==> config.mk <==
export PLATFORM = sky130hd
export DESIGN_NAME = hbs_ram
export DESIGN_NICKNAME = d
export VERILOG_FILES = /design/src/rtl/core/hbs_ram.sv
export SDC_FILE = /design/constraint.sdc
export NUM_CORES = 2
export LEC_CHECK = 0
export ABC_AREA = 1
export BUFFER_PORTS_ARGS = -buffer_cell sky130_fd_sc_hd__buf_2
export CAP_MARGIN = 20
export CORE_ASPECT_RATIO = 0.7
export CORE_MARGIN = 1
export CORE_UTILIZATION = 25
export CTS_BUF_LIST = sky130_fd_sc_hd__clkbuf_8
export CTS_CLUSTER_DIAMETER = 30
export CTS_CLUSTER_SIZE = 20
export DETAILED_ROUTE_END_ITERATION = 16
export PLACE_DENSITY = 0.41
export SYNTH_ARGS = -nofsm -noshare
export SYNTH_HDL_FRONTEND = slang
export SYNTH_SLANG_ARGS = --single-unit
==> constraint.sdc <==
create_clock -name clk -period 7.3 [get_ports clk]
set_clock_uncertainty 0.1 [all_clocks]
set_input_delay 0.365 -clock clk [delete_from_list [all_inputs] [get_ports clk]]
set_output_delay 0.365 -clock clk [all_outputs]
set_load 0.05 [all_outputs]
==> src/rtl/core/hbs_ram.sv <==
// Generic single-write, single-read RAM with registered read data.
// No dependencies.

module hbs_ram #(
    parameter int WIDTH = 64,
    parameter int DEPTH = 64
) (
    input  logic                     clk,
    input  logic                     we,
    input  logic [$clog2(DEPTH)-1:0] waddr,
    input  logic [WIDTH-1:0]         wdata,
    input  logic [$clog2(DEPTH)-1:0] raddr,
    output logic [WIDTH-1:0]         rdata
);

    logic [WIDTH-1:0] mem [DEPTH];
    logic [WIDTH-1:0] rdata_reg;

    // Write port and registered read port
    always_ff @(posedge clk)
    begin
        if (we)
        begin
            mem[waddr] <= wdata;
        end
        rdata_reg <= mem[raddr];
    end

    assign rdata = rdata_reg;

endmodule

Yosys cells after proc, flatten, opt, wreduce, memory -nomap -nowiden --
Memory sizes are Yosys's and may differ from the RTL's. A register that Yosys moved wholly into a read port is not among the register bits. Cells that the tools add are included.
Storage, ports and cells: register bits 0, memory bits (writable) 4096, input bits 78, output and inout port bits 64, logic and storage cells 3, memories kept 1
Memory list:
- mem | words 64, bits a word 64, rd ports 1, clocked after Yosys merged registers in 1, wr ports 1, RTL line 16 | logic [WIDTH-1:0] mem [DEPTH];
Operators by class: muxes and demuxes 2
Operator list (count):
- two-way mux 1 bit | 2

Logic depth before layout (Yosys ltp) --
word-level depth 2, mapped depth 13, mapped depth without buffers 9

Least setup slack after synthesis --
Ideal clock, no wire load.
path kind input to register, start input we, end memory mem[48][0], enable pin, setup time 646 ps, data arrival time 7001 ps, required time 6554 ps, setup slack -447 ps, stages on the path 3, path buffers 1, path through clkbuf_1 nand4_1 nor4_1
Between the ends: word-level cells in the longest chain between the ends 2
Ends and longest elaborated chain:
- start: declaration | RTL line 9 | input logic we,
- two-way mux 1 bit | RTL line 22 | if (we)
- two-way mux 1 bit (implied by the code) | RTL line 24 | mem[waddr] <= wdata;
- end: declaration | RTL line 16
Every way passes these cells.

==> flow_metrics.tcl <==
set metrics [dict create \
    power_density_nw_per_um2 278 \
    hp-class "in -> reg" \
    cpPeakStageDelay_ns 0.78 \
    crit_chain "dlygate4sd3_1 -> buf_12 -> buf_4 -> buf_4 -> nand2_1 -> nand3_1 -> nand3_1 -> nand3_1 -> nand3_1 -> nand2_1 -> nand2_1 -> dlygate4sd3_1 -> nand2_1 -> dlygate4sd3_1" \
    mostFrequentLayoutCells "nand2_1 (4416), edfxtp_1 (4096), nand3_1 (3847)" \
    cts.sinks 4160 \
    outcome "complete, no violations" \
    numCtsBuffers 714 \
    power_leakage_uw 0.0670 \
    required_ns 8.47 \
    cts_root_buffer "clkbuf_8" \
    fmax_mhz 268 \
    vias 111000 \
    endpoint_kind "flip-flop" \
    final.min_clock_period_ns 3.73 \
    cp_num_cells 14 \
    layout.cells.non_filler 23300 \
    crit_start "raddr[0]" \
    post-route-period-util_pct 51.1 \
    arrival_ns 4.90 \
    layout_commonest_cell "nand2_1" \
    largest_reg_flops 4096 \
    slew_viol_final 0 \
    drive_gt1_share_pct 11.8 \
    viasPerCell 4.76 \
    die_w_um 974 \
    r2r_end "rdata[61]$_DFF_P_" \
    clk_pin_slew_ns 0.08 \
    cpMaxStageDelayCell "buf_4" \
    hold_buffers 115 \
    holdPathStages 2 \
    grt_pass1_wl_um 882000 \
    hold_viol 0 \
    synthCells 13400 \
    r2r_cells 10 \
    cap_violations 0 \
    portBuffers 141 \
    startpoint_type "input pin" \
    antenna_found_initial 79 \
    pre_cts_ws_ns 3.12 \
    grt_max_degree 172 \
    clock_latency_ns 1.32 \
    syn_avg_cell_area_um2 12.3 \
    cts_resized 0 \
    fin_nets 13900 \
    area_delta_synth_final_pct 17.3 \
    fin_ws_ns 3.57 \
    grt_pass1_vias 105000 \
    dp.cells 21800 \
    fp.dieH_um 682 \
    timing.rr.start "mem[32][61]$_DFFE_PP_" \
    crit_family "buffers and inverters" \
    ant_nets 0 \
    drt_wl_total_um 640000 \
    cts_tree "done" \
    initial_utilization_pct 25.1 \
    rrSetupSlack_ns 4.84 \
    ys_seq_area_share_pct 75.2 \
    synth.distinct_cells 16 \
    first_pass_iters 6 \
    routedWlPerCell_um 27.5 \
    worstPathMaxFanout 73 \
    cts_max_level 6 \
    ioPinCount 142 \
    synthesis.area_um2 165000 \
    place_congestion 0.737 \
    crit_buf_inv 6 \
    ir_worst_vdd_uv 214 \
    yosys_register_bits 4160 \
    cts_setup_buffers 0 \
    max_slew_margin_pct 17.8 \
    yosysWarnings 0 \
    drc 0 \
    syn-num-nets 13500 \
    endpoint "rdata[61]$_DFF_P_" \
    worst-slew-pin-transition_ns 1.23 \
    num_rows 249 \
    clockBufferDepth 4 \
    rsz0062_at_grt "false" \
    final-setup-viol-count 0 \
    place_hpwl_um 319000 \
    die_area_um2 665000 \
    grt_usage_pct 18.6 \
    drtIter0Drc 12700 \
    overflow 0 \
    worst-setup-path-type "in -> reg" \
    finalPower_uw 53900 \
    core_area_um2 658000 \
]
worst reg2reg max path, stage by stage (launching register included):
cell and delay (ns):
edfxtp_1 0.36, nand2_1 0.07, nand3_1 0.10, nand3_1 0.17, nand3_1 0.09, nand3_1 0.19, nand2_1 0.09, nand2_1 0.07
dlygate4sd3_1 0.54, nand2_1 0.04, dlygate4sd3_1 0.55
per-layer routing:
layer / part of all wire [%] / track usage, %
met1: 47 / 27.9
met2: 44 / 28.4
met3: 6.7 / 2.87
met4: 1.9 / 3.74
met5: 0.018 / 0
synth_stat cells:
cell type,count,area share (%)
nand3_1,3847,12
buf_6,40,0.27
edfxtp_1,4096,74
buf_8,3,0.027
inv_2,2,0.0045
inv_1,8,0.018
nor4_1,8,0.030
nand4_1,9,0.034
buf_1,72,0.16
buf_2,501,1.5
nor2_1,56,0.13
dfxtp_1,64,0.78
buf_4,134,0.61
clkbuf_1,147,0.33
nand2_1,4416,10
inv_4,2,0.0076
where the power goes:
part / total [µW] / switching [µW] / internal [µW] / leakage, µW
Clock: 24000 / 11000 / 13100 / 0.00827
Combinational: 3310 / 2540 / 773 / 0.0214
Sequential: 26600 / 155 / 26400 / 0.0374
how the worst min path moves through the flow:
stage / from / to
finish: wdata[59] / mem[54][59]$_DFFE_PP_
global route: wdata[53] / mem[24][53]$_DFFE_PP_
CTS: wdata[55] / mem[1][55]$_DFFE_PP_
detailed placement: mem[8][0]$_DFFE_PP_ / rdata[0]$_DFF_P_
global placement: mem[8][51]$_DFFE_PP_ / rdata[51]$_DFF_P_
floorplan: wdata[0] / mem[0][0]$_DFFE_PP_
final cells by class:
class                   instances  area (µm²)
clock inverters               586        5810
flip-flops and latches       4160      124000
fillers                     67300      464000
diodes                         27        67.6
inverters                      12         105
clock buffers                 733       10100
multi-input cells            8336       36600
well taps                    8785       11000
repair buffers                612        5900
kinds of logic after synthesis:
kind of cell	count (synthesis)	share of synthesized area, %
flops	4160	75.2
buf+inv	909	2.95
simple gates	8336	21.9
through the flow:
step	setup TNS [ns]	hold WS (ns)	util (%)	instance area (µm²)
2_1_floorplan	-228.77	0.364	-	165000
3_3_place_gp	0	0.690	26.7	176000
3_5_place_dp	0	0.677	26.8	176000
4_1_cts	0	0.00260	29.4	193000
5_1_grt	0	0.0128	29.5	194000
6_report	0	0.0711	29.5	194000
Note: power is estimated with default switching activity, not from simulation.
