===== config.mk =====
export PLATFORM = sky130hd
export DESIGN_NAME = hbs_scan
export DESIGN_NICKNAME = d
export VERILOG_FILES = /design/src/rtl/core/hbs_pkg.sv /design/src/rtl/core/hbs_scan.sv
export SDC_FILE = /design/constraint.sdc
export NUM_CORES = 1
export LEC_CHECK = 0
export BUFFER_PORTS_ARGS = -buffer_cell sky130_fd_sc_hd__buf_2
export CORE_MARGIN = 5
export CORE_UTILIZATION = 55
export DETAILED_ROUTE_END_ITERATION = 16
export PLACE_DENSITY = 0.82
export SLEW_MARGIN = 20
export SYNTH_ARGS = -nofsm -noshare
export SYNTH_HDL_FRONTEND = slang
export SYNTH_SLANG_ARGS = --single-unit

===== constraint.sdc =====
create_clock -name vclk -period 4.1
set_clock_uncertainty 0.2 [all_clocks]
set_input_delay 0.615 -clock vclk [all_inputs]
set_output_delay 0.615 -clock vclk [all_outputs]
set_load 0.02 [all_outputs]

===== src/rtl/core/hbs_pkg.sv =====
// Shared types and constants for the hierarchical bitmap set.
// Used by hbs_scan and hierarchical_bitmap_set; depends on nothing.

package hbs_pkg;

    // Tree geometry: one summary word over 64 leaf words of 64 bits
    localparam int WORD_BITS  = 64;
    localparam int LEAF_WORDS = 64;
    localparam int BIT_W      = 6;
    localparam int KEY_W      = 12;
    localparam int SIZE_W     = 13;
    localparam int OP_W       = 3;

    localparam logic [SIZE_W-1:0] SIZE_RESET = 13'd4096;

    // Operation codes
    localparam logic [OP_W-1:0] OP_INSERT = 3'd0;
    localparam logic [OP_W-1:0] OP_ERASE  = 3'd1;
    localparam logic [OP_W-1:0] OP_TEST   = 3'd2;
    localparam logic [OP_W-1:0] OP_NEXT   = 3'd3;
    localparam logic [OP_W-1:0] OP_PREV   = 3'd4;

    // Outcome of one bit scan
    typedef struct packed {
        logic             any;
        logic [BIT_W-1:0] pos;
    } scan_t;

endpackage


===== src/rtl/core/hbs_scan.sv =====
// Shared bit scan unit: position of the lowest or highest set bit of a word.
// Depends on hbs_pkg.

module hbs_scan (
    input  logic [hbs_pkg::WORD_BITS-1:0] word,
    input  logic                          high_first,
    output hbs_pkg::scan_t                res
);

    logic [hbs_pkg::WORD_BITS-1:0] x;
    logic [hbs_pkg::WORD_BITS-1:0] iso;
    logic [hbs_pkg::BIT_W-1:0]     low_pos;

    // Mirror the word so that the highest bit becomes the lowest
    always_comb
    begin
        for (int i = 0; i < hbs_pkg::WORD_BITS; i++)
        begin
            x[i] = high_first ? word[hbs_pkg::WORD_BITS-1-i] : word[i];
        end
    end

    // Isolate the lowest set bit
    assign iso = x & (~x + hbs_pkg::WORD_BITS'(1));

    // One-hot to binary
    always_comb
    begin
        low_pos = '0;
        for (int i = 0; i < hbs_pkg::WORD_BITS; i++)
        begin
            if (iso[i])
            begin
                low_pos = low_pos | hbs_pkg::BIT_W'(i);
            end
        end
    end

    assign res.any = |word;
    assign res.pos = high_first ? ~low_pos : low_pos;

endmodule

**Word-level counts from Yosys, hierarchy flattened**

Index checks and enable logic that the tools add are counted.

- Flip-flop bits (word level): 0
- Input bits: 65
- Output and inout port bits: 7
- Word-level logic and storage cells: 133

- $add $sub $neg: 1
- Muxes and demuxes: 128
- Bitwise gates (word level): 3
- Reductions and logical operators: 1

Operators with widths:

| kind | number |
|---|---|
| two-way mux 6 bit | 33 |
| two-way mux 5 bit | 16 |
| two-way mux 1 bit | 65 |
| adder 64 x 1 -> 64 bit, second input constant | 1 |
| AND 64 bit | 1 |
| NOT 64 bit | 1 |
| OR reduction 64 bit | 1 |
| two-way mux 4 bit | 8 |
| two-way mux 3 bit | 4 |
| NOT 6 bit | 1 |
| two-way mux 2 bit | 2 |

**Longest topological paths before layout**

Gate-level depths: netlist (run 1).

- Word-level depth: 69
- Depth in mapped cells: 14
- Mapped depth without buffers: 8

**Least setup slack after synthesis (run 1)**

No wires, ideal clock.

- Path kind: input to output
- Start point: input port high_first
- End point: output port res[0] in the netlist's numbering
- Arrival: 3.280 ns
- Data required time: 3.285 ns
- Setup slack: 0.005 ns
- Stages: 9
- Buffers on the path: 1
- Path through: buf_4 > or3_1 > a222oi_1 > nand4_2 > or4_1 > o311ai_2 > nor2_1 > nand4_1 > xor2_1

RTL lines:

| item | line | source |
|---|---|---|
| from (decl) | hbs_scan.sv:6 | `input logic high_first,` |
| to (decl) | hbs_scan.sv:7 | `output hbs_pkg::scan_t res` |

==> summary.md, run 1 <==
| Metric | Value |
|---|---|
| Routed Antenna Nets | 0 |
| Part of the cycle the worst path needs | 106% |
| GP Congestion | 1.06 |
| FF/Latch Area | 0 um2 |
| Peak Freq | ~230 MHz |
| Layout Nets | between 600 and 700 |
| Total grt overflow | 0 |
| Hold Fails Final Rpt | 0 |
| Pwr/cell area | between 70 and 80 nW/um2 |
| Fillcell total | 316 |
| Vias in the first global route | 4466 |
| Max-slew headroom | around 55% |
| # setup viols final | 6 |
| Cell Rows | 26 |
| Setup ws final | -0.255 ns |
| # diodes | 0 |
| Max rail drop VDD | slightly below 0.00006 V |
| Clk_buf instances | 0 |
| GRT Overall Usage | 43.4% |
| Area occupied by multi-input gates | 2890 um2 |
| Hold Path Depth | 4 |
| Met2 Use GR | ~72% |
| GRT Max-Usage Layer | met2 |
| Crit path max fanout | 4 |
| Slew @ Worst Pin | 0.679 ns |
| RSZ-0062 raised after global routing | yes |
| Area post-placement | 3910 um2 |
| Syn Area/Cell | 6.68 um2 |
| First-pass GRT wire length | 22700 um |
| Via count | just under 5000 |
| Core Area | 5040 um2 |
| Syn Std Cell Area | 2830 um2 |
| Leakage | ~1.8 nW |
| Post-route minimum period | roughly 4.4 ns |
| Seq/Total Area, Yosys | 0% |
| DR iter-0 viols | 712 |
| Routed length per instance | about 24 um |
| Syn Nets | approximately 490 |
| Yosys warning total | 0 |
| Die X | between 80 and 90 um |
| Post-route insts no fill | 654 |
| DR pass1 iterations | 6 |
| Routing usage on met1 | 50.3% |
| CP Capture Type | primary output |
| Placed cell count | 641 |
| Status | finished, violations left |
| Largest net degree at the start of global routing | 28 |
| Worst hold path type | in2out |
| Max cap viols | 0 |
| FF+latch count | 0 |
| Share of layout cells above drive strength 1 | between 40% and 50% |
| Die area | 6670 um2 |
| Cells after Synth | 423 |
| Post-route cell area | roughly 4300 um2 |
| Pins Over Slew Limit | 0 |
| HP Start | word[17] |
| Setup CP Type | in2out |
| Initial antenna violation count | 0 |
| Violated checks | setup timing |
| Layout Area Growth over Synthesis | 52.8% |
| TNS Setup | -0.934 ns |
| Hold Path End | res[6] |
| Post-synth cell types | 74 |
| Post-route DRC | 0 |
| Data arrival, critical path | roughly 3.5 ns |
| Routed WL | about 15000 um |
| Via/cell ratio | between 7 and 8 |
| Top Ports | just over 70 |
| HPWL Detailed | 11000 um |
| Worst Path Required | around 3.3 ns |
| Startpoint Class | input pin |
| GR Util met3 | ~8.7% |
| Port Buffers | 72 |
| Initial core utilization | approximately 56% |
| Vert. Die Dim | between 80 and 90 um |
synth_stat cells, types with 5 or more instances:
cell type,n,share of area [%]
mux2i_1,16,5.7
nor3_1,31,5.5
o32a_1,5,1.8
nor4_1,29,6.4
nand2_1,16,2.1
a22oi_1,5,1.3
nor3b_1,13,3.5
mux2_2,16,6.4
a211oi_1,5,1.3
and2_1,9,2.0
or4_1,8,2.1
o21ai_0,11,1.9
nand3_1,12,2.1
a31oi_1,7,1.5
or3b_2,5,1.5
buf_2,11,1.9
nor4b_1,12,3.7
or3_1,12,2.7
nand4_1,8,1.8
a32oi_1,8,2.5
clkbuf_1,9,1.2
a21oi_1,18,3.2
nor2_1,46,6.1
inv_1,12,1.6
o22ai_1,5,1.1
worst max-delay path by stage:
stage                     startpoint  cells after the start  endpoint
final                       word[14]                     11    res[0]
after global routing      high_first                     14    res[0]
after CTS                 high_first                     13    res[0]
after detailed placement  high_first                     12    res[0]
after global placement    high_first                     12    res[0]
after floorplan           high_first                      9    res[0]
routing by layer:
metal	wire length, um	vias up
met2	6680	532
met4	1480	0
met1	5270	2160
li1	-	2083
met3	1940	179
met5	0	-
worst max-delay path: stages:
cell	delay, ns
buf_2	0.11
buf_4	0.13
or3_1	0.38
o32ai_1	0.59
nand4_4	0.27
or4_4	0.50
o311ai_4	0.31
nor2_1	0.08
nand4_1	0.13
xor2_1	0.23
buf_4	0.18
timing repair:
item / CTS / global route
resized for setup: 43 / 28
setup buffers: 10 / 4
pin swaps: 8 / 12
cloned: 0 / 0
hold buffers: 0 / 0
endpoints found under the setup margin: 6 / 6
cell usage in the layout (no fill, tap or decap), types with 5 or more instances in the layout:
cell type,n
a21oi_1,18
nand2_1,16
nor3_1,27
o32a_1,5
or3_1,11
buf_6,10
o22ai_1,5
or3b_2,5
a31oi_1,7
mux2i_1,16
inv_1,12
mux2_2,16
o21ai_0,7
a22oi_1,5
a32oi_1,8
nand3_1,9
or4_1,5
nor4_2,5
nor4_1,24
buf_4,110
nor3b_1,13
nand4_1,8
and2_1,9
nor4b_1,11
nor2_1,46
buf_2,65
cells by family after synthesis:
logic type | share of synthesized area [%]
buffers and inverters | 6.11
and+or+nand+nor | 50.0
AOI/OAI and AO/OA | 29.9
muxes | 12.0
xor gates and xnor gates | 1.86
power breakdown:
part	switching [W]	leakage, nW	internal, W
registers	0	0	0
clock network	0	0	0
logic	0.000196	1.80	0.000142
through the flow:
step           power, W  setup slack (ns)  util, %  hold slack [ns]
2_1_floorplan  0.000146           0.00493        -             1.22
3_3_place_gp   0.000287            -0.213     77.6             1.44
3_5_place_dp   0.000295            -0.348     77.6             1.44
4_1_cts        0.000310           -0.0669     82.7             1.44
5_1_grt        0.000353            -0.362     85.6             1.47
6_report       0.000338            -0.255     85.6             1.45
cell type report:
cell class                 count  share of cell area (%)
tap                           70                    2.03
inverter                      12                    1.04
multi-input combinational    385                    67.0
timing repair buffer         187                    30.0
Power figures use the tool's default switching activity.
==> run 2: changes to the inputs <==
--- a/config.mk
+++ b/config.mk
@@ -9,6 +9,7 @@
 export CORE_MARGIN = 5
 export CORE_UTILIZATION = 55
 export DETAILED_ROUTE_END_ITERATION = 16
+export MAX_ROUTING_LAYER = met4
 export PLACE_DENSITY = 0.82
 export SLEW_MARGIN = 20
 export SYNTH_ARGS = -nofsm -noshare
==> run 2 against run 1 <==
  * The run now ends clean
  * Clock-buffer cell count is the same
  * Power increased by 1.7%
  * Sequential share of layout area stayed put
  * Cell area rose by 0.61%
  * Via count decreased by 1.2%
  * Flip-flop and latch count did not move
  * Critical path type unchanged
  * Highest routed layer unchanged
==> summary.md, run 2 (synthesized netlist as in run 1, its figures left out) <==
| Metric | Value |
|---|---|
| Status | finished, final reports clean |
| Setup CP Type | in2out |
| Top Ports | 72 (unchanged) |
| Crit path max fanout | 4 (unchanged) |
| Max-slew headroom | 67.5% (+13 points) |
| Hold-fix buffers at CTS | 0 (unchanged) |
| Via count | 4895 (-1.2%) |
| Max rail drop VDD | 0.0000765 V (+29%) |
| Worst Path Required | 3.28 ns (about the same) |
| Overall power | 0.000343 W (+1.7%) |
| RSZ-0062 raised after global routing | yes |
| Routed length per instance | 23.2 um (-1.4%) |
| Most frequent cells in the layout | buf_4 (109), buf_2 (67), nor2_1 (46) |
| Fillcell total | 298 (-5.7%) |
| Share of layout cells above drive strength 1 | 44.1% (+0.93 points) |
| Post-route minimum period | 4.09 ns (-0.261 ns) |
| Internal Power | 0.000148 W (+4.2%) |
| Worst hold path type | in2out |
| # setup viols final | 0 (-6) |
| Via/cell ratio | 7.50 (-1.0%) |
| Clk_buf instances | 0 (unchanged) |
| Hold Path Depth | 4 (unchanged) |
| Die area | 6670 um2 (unchanged) |
| Largest net degree at the start of global routing | 32 (+14%) |
| Max cap viols | 0 (unchanged) |
| Logic pwr share | 100.0% (about the same) |
| Initial core utilization | 56.0% (unchanged) |
| Vert. Die Dim | 81.7 um (unchanged) |
| CP Capture Type | primary output |
| Pins Over Slew Limit | 0 (unchanged) |
| Post-route DRC | 0 (unchanged) |
| Vias in the first global route | 4416 (-1.1%) |
| Data arrival, critical path | 3.28 ns (-0.26 ns) |
| Core Area | 5040 um2 (unchanged) |
| Leakage | 1.81 nW (+0.25%) |
| Hold Fails Final Rpt | 0 (unchanged) |
| Hold Path End | res[6] |
| Die X | 81.7 um (unchanged) |
| Pwr/cell area | 79.0 nW/um2 (+1.0%) |
| Startpoint Class | input pin |
| Post-route cell area | 4340 um2 (+0.61%) |
| Slew @ Worst Pin | 0.480 ns (-0.199 ns) |
| Peak Freq | 244 MHz (+6.4%) |
| Switch Pwr | 0.000196 W (-0.17%) |
| # diodes | 0 (unchanged) |
| Routed WL | 15100 um (-1.5%) |
| Port Buffers | 72 (unchanged) |
| DR pass1 iterations | 5 (-1) |
| Commonest non-fill, non-tap cell in the layout | buf_4 |
| Cell Rows | 26 (unchanged) |
| HP Start | word[17] |
| Total grt overflow | 0 (unchanged) |
| Part of the cycle the worst path needs | 99.8% (-6.4 points) |
| Net Sw Frac | 57.0% (-1.0 points) |
| GP Congestion | 1.03 (-2.4%) |
| FF+latch count | 0 (unchanged) |
| Layout Area Growth over Synthesis | 53.7% |
| Reg power frac | 0% (unchanged) |
| DR iter-0 viols | 629 (-12%) |
| Initial antenna violation count | 0 (unchanged) |
| First-pass GRT wire length | 22300 um (-1.3%) |
| Routed Antenna Nets | 0 (unchanged) |
| Clock power share | 0% (unchanged) |
| HPWL Detailed | 10900 um (-1.4%) |
| GRT Overall Usage | 43.7% (+0.28 points) |
| FF/Latch Area | 0 um2 (unchanged) |
| Layout Nets | 650 (-0.15%) |
| Area post-placement | 3930 um2 (+0.32%) |
==> run 2: worst max-delay path: stages <==
cell and delay (ns):
buf_2 0.11, or4b_2 0.73, a21oi_1 0.22, buf_4 0.17
nand4_4 0.13, or4_4 0.47, o311ai_4 0.31, nor2_1 0.08
nand4_1 0.13, xor2_1 0.15, buf_4 0.16
==> run 2: per-stage QoR <==
stage          worst slack [ns]  instances  hold slack, ns  utilization (%)  setup TNS, ns
2_1_floorplan           0.00493        423            1.22                -              0
3_3_place_gp             -0.128        641            1.44             77.9         -0.290
3_5_place_dp             -0.225        641            1.43             77.9         -0.738
4_1_cts                  0.0226        646            1.44             82.0              0
5_1_grt                  -0.137        653            1.47             86.1         -0.431
6_report                0.00630        653            1.44             86.1              0
==> run 2: power by group through the flow <==
stage	clock (W)	sequential [W]	combinational (W)
final	0	0	0.000343
after global routing	0	0	0.000360
after CTS	0	0	0.000309
after detailed placement	0	0	0.000294
after global placement	0	0	0.000288
after floorplan	0	0	0.000146
==> run 2: how the worst max path moves through the flow <==
| stage | startpoint | endpoint | slack (ns) | cells past startpoint |
|---|---|---|---|---|
| finish | word[53] | res[0] | 0.006 | 11 |
| detailed placement | high_first | res[0] | -0.22 | 12 |
| global placement | high_first | res[0] | -0.13 | 12 |
| global route | high_first | res[5] | -0.14 | 13 |
| floorplan | high_first | res[0] | 0.005 | 9 |
| CTS | high_first | res[3] | 0.02 | 14 |
==> run 2: repair_timing <==
action / in CTS / in global routing
setup endpoints to repair: 6 / 6
gates cloned: 1 / 0
resized for setup: 36 / 33
buffers inserted: 4 / 7
pin swaps: 13 / 6
==> run 2: layout make-up <==
type | instances | area [um2] | share of cell area (%)
inverter | 12 | 45.0 | 1.04
multi-input combinational | 385 | 2900 | 66.8
tap | 70 | 87.6 | 2.02
timing repair buffer | 186 | 1310 | 30.2
==> run 2: per-layer routing <==
layer  global-route usage [%]  vias up  share of wire (%)
met3                     5.92      147                 11
met2                     72.6      469                 45
met1                     50.6     2215                 36
li1                         -     2064                  -
met4                     24.4        0                8.4
met5                        -        -                  0
==> run 3: changes to the inputs <==
--- a/config.mk
+++ b/config.mk
@@ -7,10 +7,9 @@
 export LEC_CHECK = 0
 export BUFFER_PORTS_ARGS = -buffer_cell sky130_fd_sc_hd__buf_2
 export CORE_MARGIN = 5
-export CORE_UTILIZATION = 55
+export CORE_UTILIZATION = 29
 export DETAILED_ROUTE_END_ITERATION = 16
 export MAX_ROUTING_LAYER = met4
-export PLACE_DENSITY = 0.82
 export SLEW_MARGIN = 20
 export SYNTH_ARGS = -nofsm -noshare
 export SYNTH_HDL_FRONTEND = slang
==> run 3 against run 2 <==
  * Sequential share of layout area stayed put
  * Die area is 77% higher
  * Via count is 7.2% lower
  * Highest routed layer unchanged
  * Critical path type unchanged
  * Maximum frequency is 0.30% higher
  * Critical path depth is 2 higher
  * Clock-buffer cell count stayed put
  * Worst hold slack better by 0.073 ns
  * Utilization is 36 points lower
  * First-iteration DRC count is 47% lower
==> summary.md, run 3 (synthesized netlist as in run 1, its figures left out) <==
| Metric | Value |
|---|---|
| Status | finished, final reports clean |
| Post-route minimum period | 4.08 ns (-0.0123 ns) |
| Largest net degree at the start of global routing | 22 (-31%) |
| Routed Antenna Nets | 0 (unchanged) |
| Setup CP Type | in2out |
| Most frequent cells in the layout | buf_4 (133), buf_2 (65), nor2_1 (46) |
| Routed WL | 15600 um (+3.0%) |
| Via count | 4544 (-7.2%) |
| RSZ-0062 raised after global routing | yes |
| HPWL Detailed | 12300 um (+13%) |
| DR pass1 iterations | 7 (+2) |
| Part of the cycle the worst path needs | 99.5% (-0.30 points) |
| Share of layout cells above drive strength 1 | 50.9% (+6.8 points) |
| Layout Nets | 674 (+3.7%) |
| Area post-placement | 4230 um2 (+7.8%) |
| Critical path buffers and inverters | 5 (+2) |
| Hold-fix buffers at CTS | 0 (unchanged) |
| Commonest non-fill, non-tap cell in the layout | buf_4 |
| CP peak stage delay | 0.55 ns (-0.18 ns) |
| Crit-path slowest cell | or4_4 |
| Pins Over Slew Limit | 0 (unchanged) |
| Peak Freq | 245 MHz (+0.30%) |
| Data arrival, critical path | 3.27 ns (about the same) |
| GP Congestion | 0.976 (-5.3%) |
| CP dominant cell by count | buf_12 |
| Initial antenna violation count | 1 (+1) |
| Max cap viols | 0 (unchanged) |
| Top Ports | 72 (unchanged) |
| Die area | 11800 um2 (+77%) |
| Slew @ Worst Pin | 0.528 ns (+0.0479 ns) |
| Placed cell count | 731 (+14%) |
| Cell Rows | 36 (+38%) |
| DR iter-0 viols | 333 (-47%) |
| Post-route insts no fill | 741 (+13%) |
| Core Area | 9640 um2 (+91%) |
| First-pass GRT wire length | 23300 um (+4.1%) |
| Worst hold path type | in2out |
| FF/Latch Area | 0 um2 (unchanged) |
| Hold Fails Final Rpt | 0 (unchanged) |
| Startpoint Class | input pin |
| # setup viols final | 0 (unchanged) |
| Max-slew headroom | 64.5% (-3.1 points) |
| GRT Overall Usage | 25.5% (-18 points) |
| Die X | 109 um (+33%) |
| Crit path max fanout | 11 (+7) |
| Layout Area Growth over Synthesis | 71.9% |
| Vert. Die Dim | 109 um (+33%) |
| Post-route DRC | 0 (unchanged) |
| Initial core utilization | 29.3% (-27 points) |
| CP Capture Type | primary output |
| Clk_buf instances | 0 (unchanged) |
| FF+latch count | 0 (unchanged) |
| Top delay family on crit path | simple AND/OR/NAND/NOR gates |
| Crit path cell chain | buf_12, buf_12, buf_12, buf_4, mux2i_4, o21a_1, nand3_4, or4_4, o311ai_4, nor2_1, nand4_1, xor2_1, buf_4 |
| TNS Setup | 0 ns (unchanged) |
| Final cell utilization of the core | 50.4% (-36 points) |
| Routed length per instance | 21.1 um (-9.2%) |
| Worst Path Required | 3.28 ns (about the same) |
| Post-route cell area | 4860 um2 (+12%) |
| Vias in the first global route | 4386 (-0.68%) |
| Via/cell ratio | 6.13 (-18%) |
| Total grt overflow | 0 (unchanged) |
| Port Buffers | 72 (unchanged) |
## run 3: worst paths after layout
kind / slack (ns) / from / cells after the start / end
worst min-delay path: 1.52 / word[19] / 4 / res[6]
worst max-delay path: 0.02 / high_first / 13 / res[0]
## run 3: worst min-delay path: cells and delay by family
kind,cells,cell delay [ns]
buffers and inverters,2,0.34
AND/OR/NAND/NOR,2,0.14
## run 3: area by class of cell
cell class,count,area (um2)
Fill cell,1016,4780
Tap cell,133,166
Inverter,12,45.0
Timing Repair Buffer,210,1530
Antenna cell,1,2.50
Multi-Input combinational cell,385,3120
## run 3: stage by stage
stage / worst slack, ns / hold slack [ns]
floorplan: 0.00493 / 1.22
global placement: -0.171 / 1.50
detailed placement: -0.207 / 1.50
CTS: 0.000260 / 1.50
global route: -0.0388 / 1.53
finish: 0.0186 / 1.52
## run 3: routing by layer
| metal | up-vias | share of wire, % | track usage, % |
|---|---|---|---|
| met1 | 2186 | 42 | 31.7 |
| li1 | 2109 | - | - |
| met2 | 202 | 48 | 42.8 |
| met3 | 47 | 5.8 | 2.66 |
| met4 | 0 | 3.5 | 8.93 |
| met5 | - | 0 | - |
## run 3: repair_timing
item                                    CTS  global route
pin swaps                                22            25
setup buffers                             4             3
gates resized for setup                  48            58
cloned                                    2             0
endpoints found under the setup margin    6             6
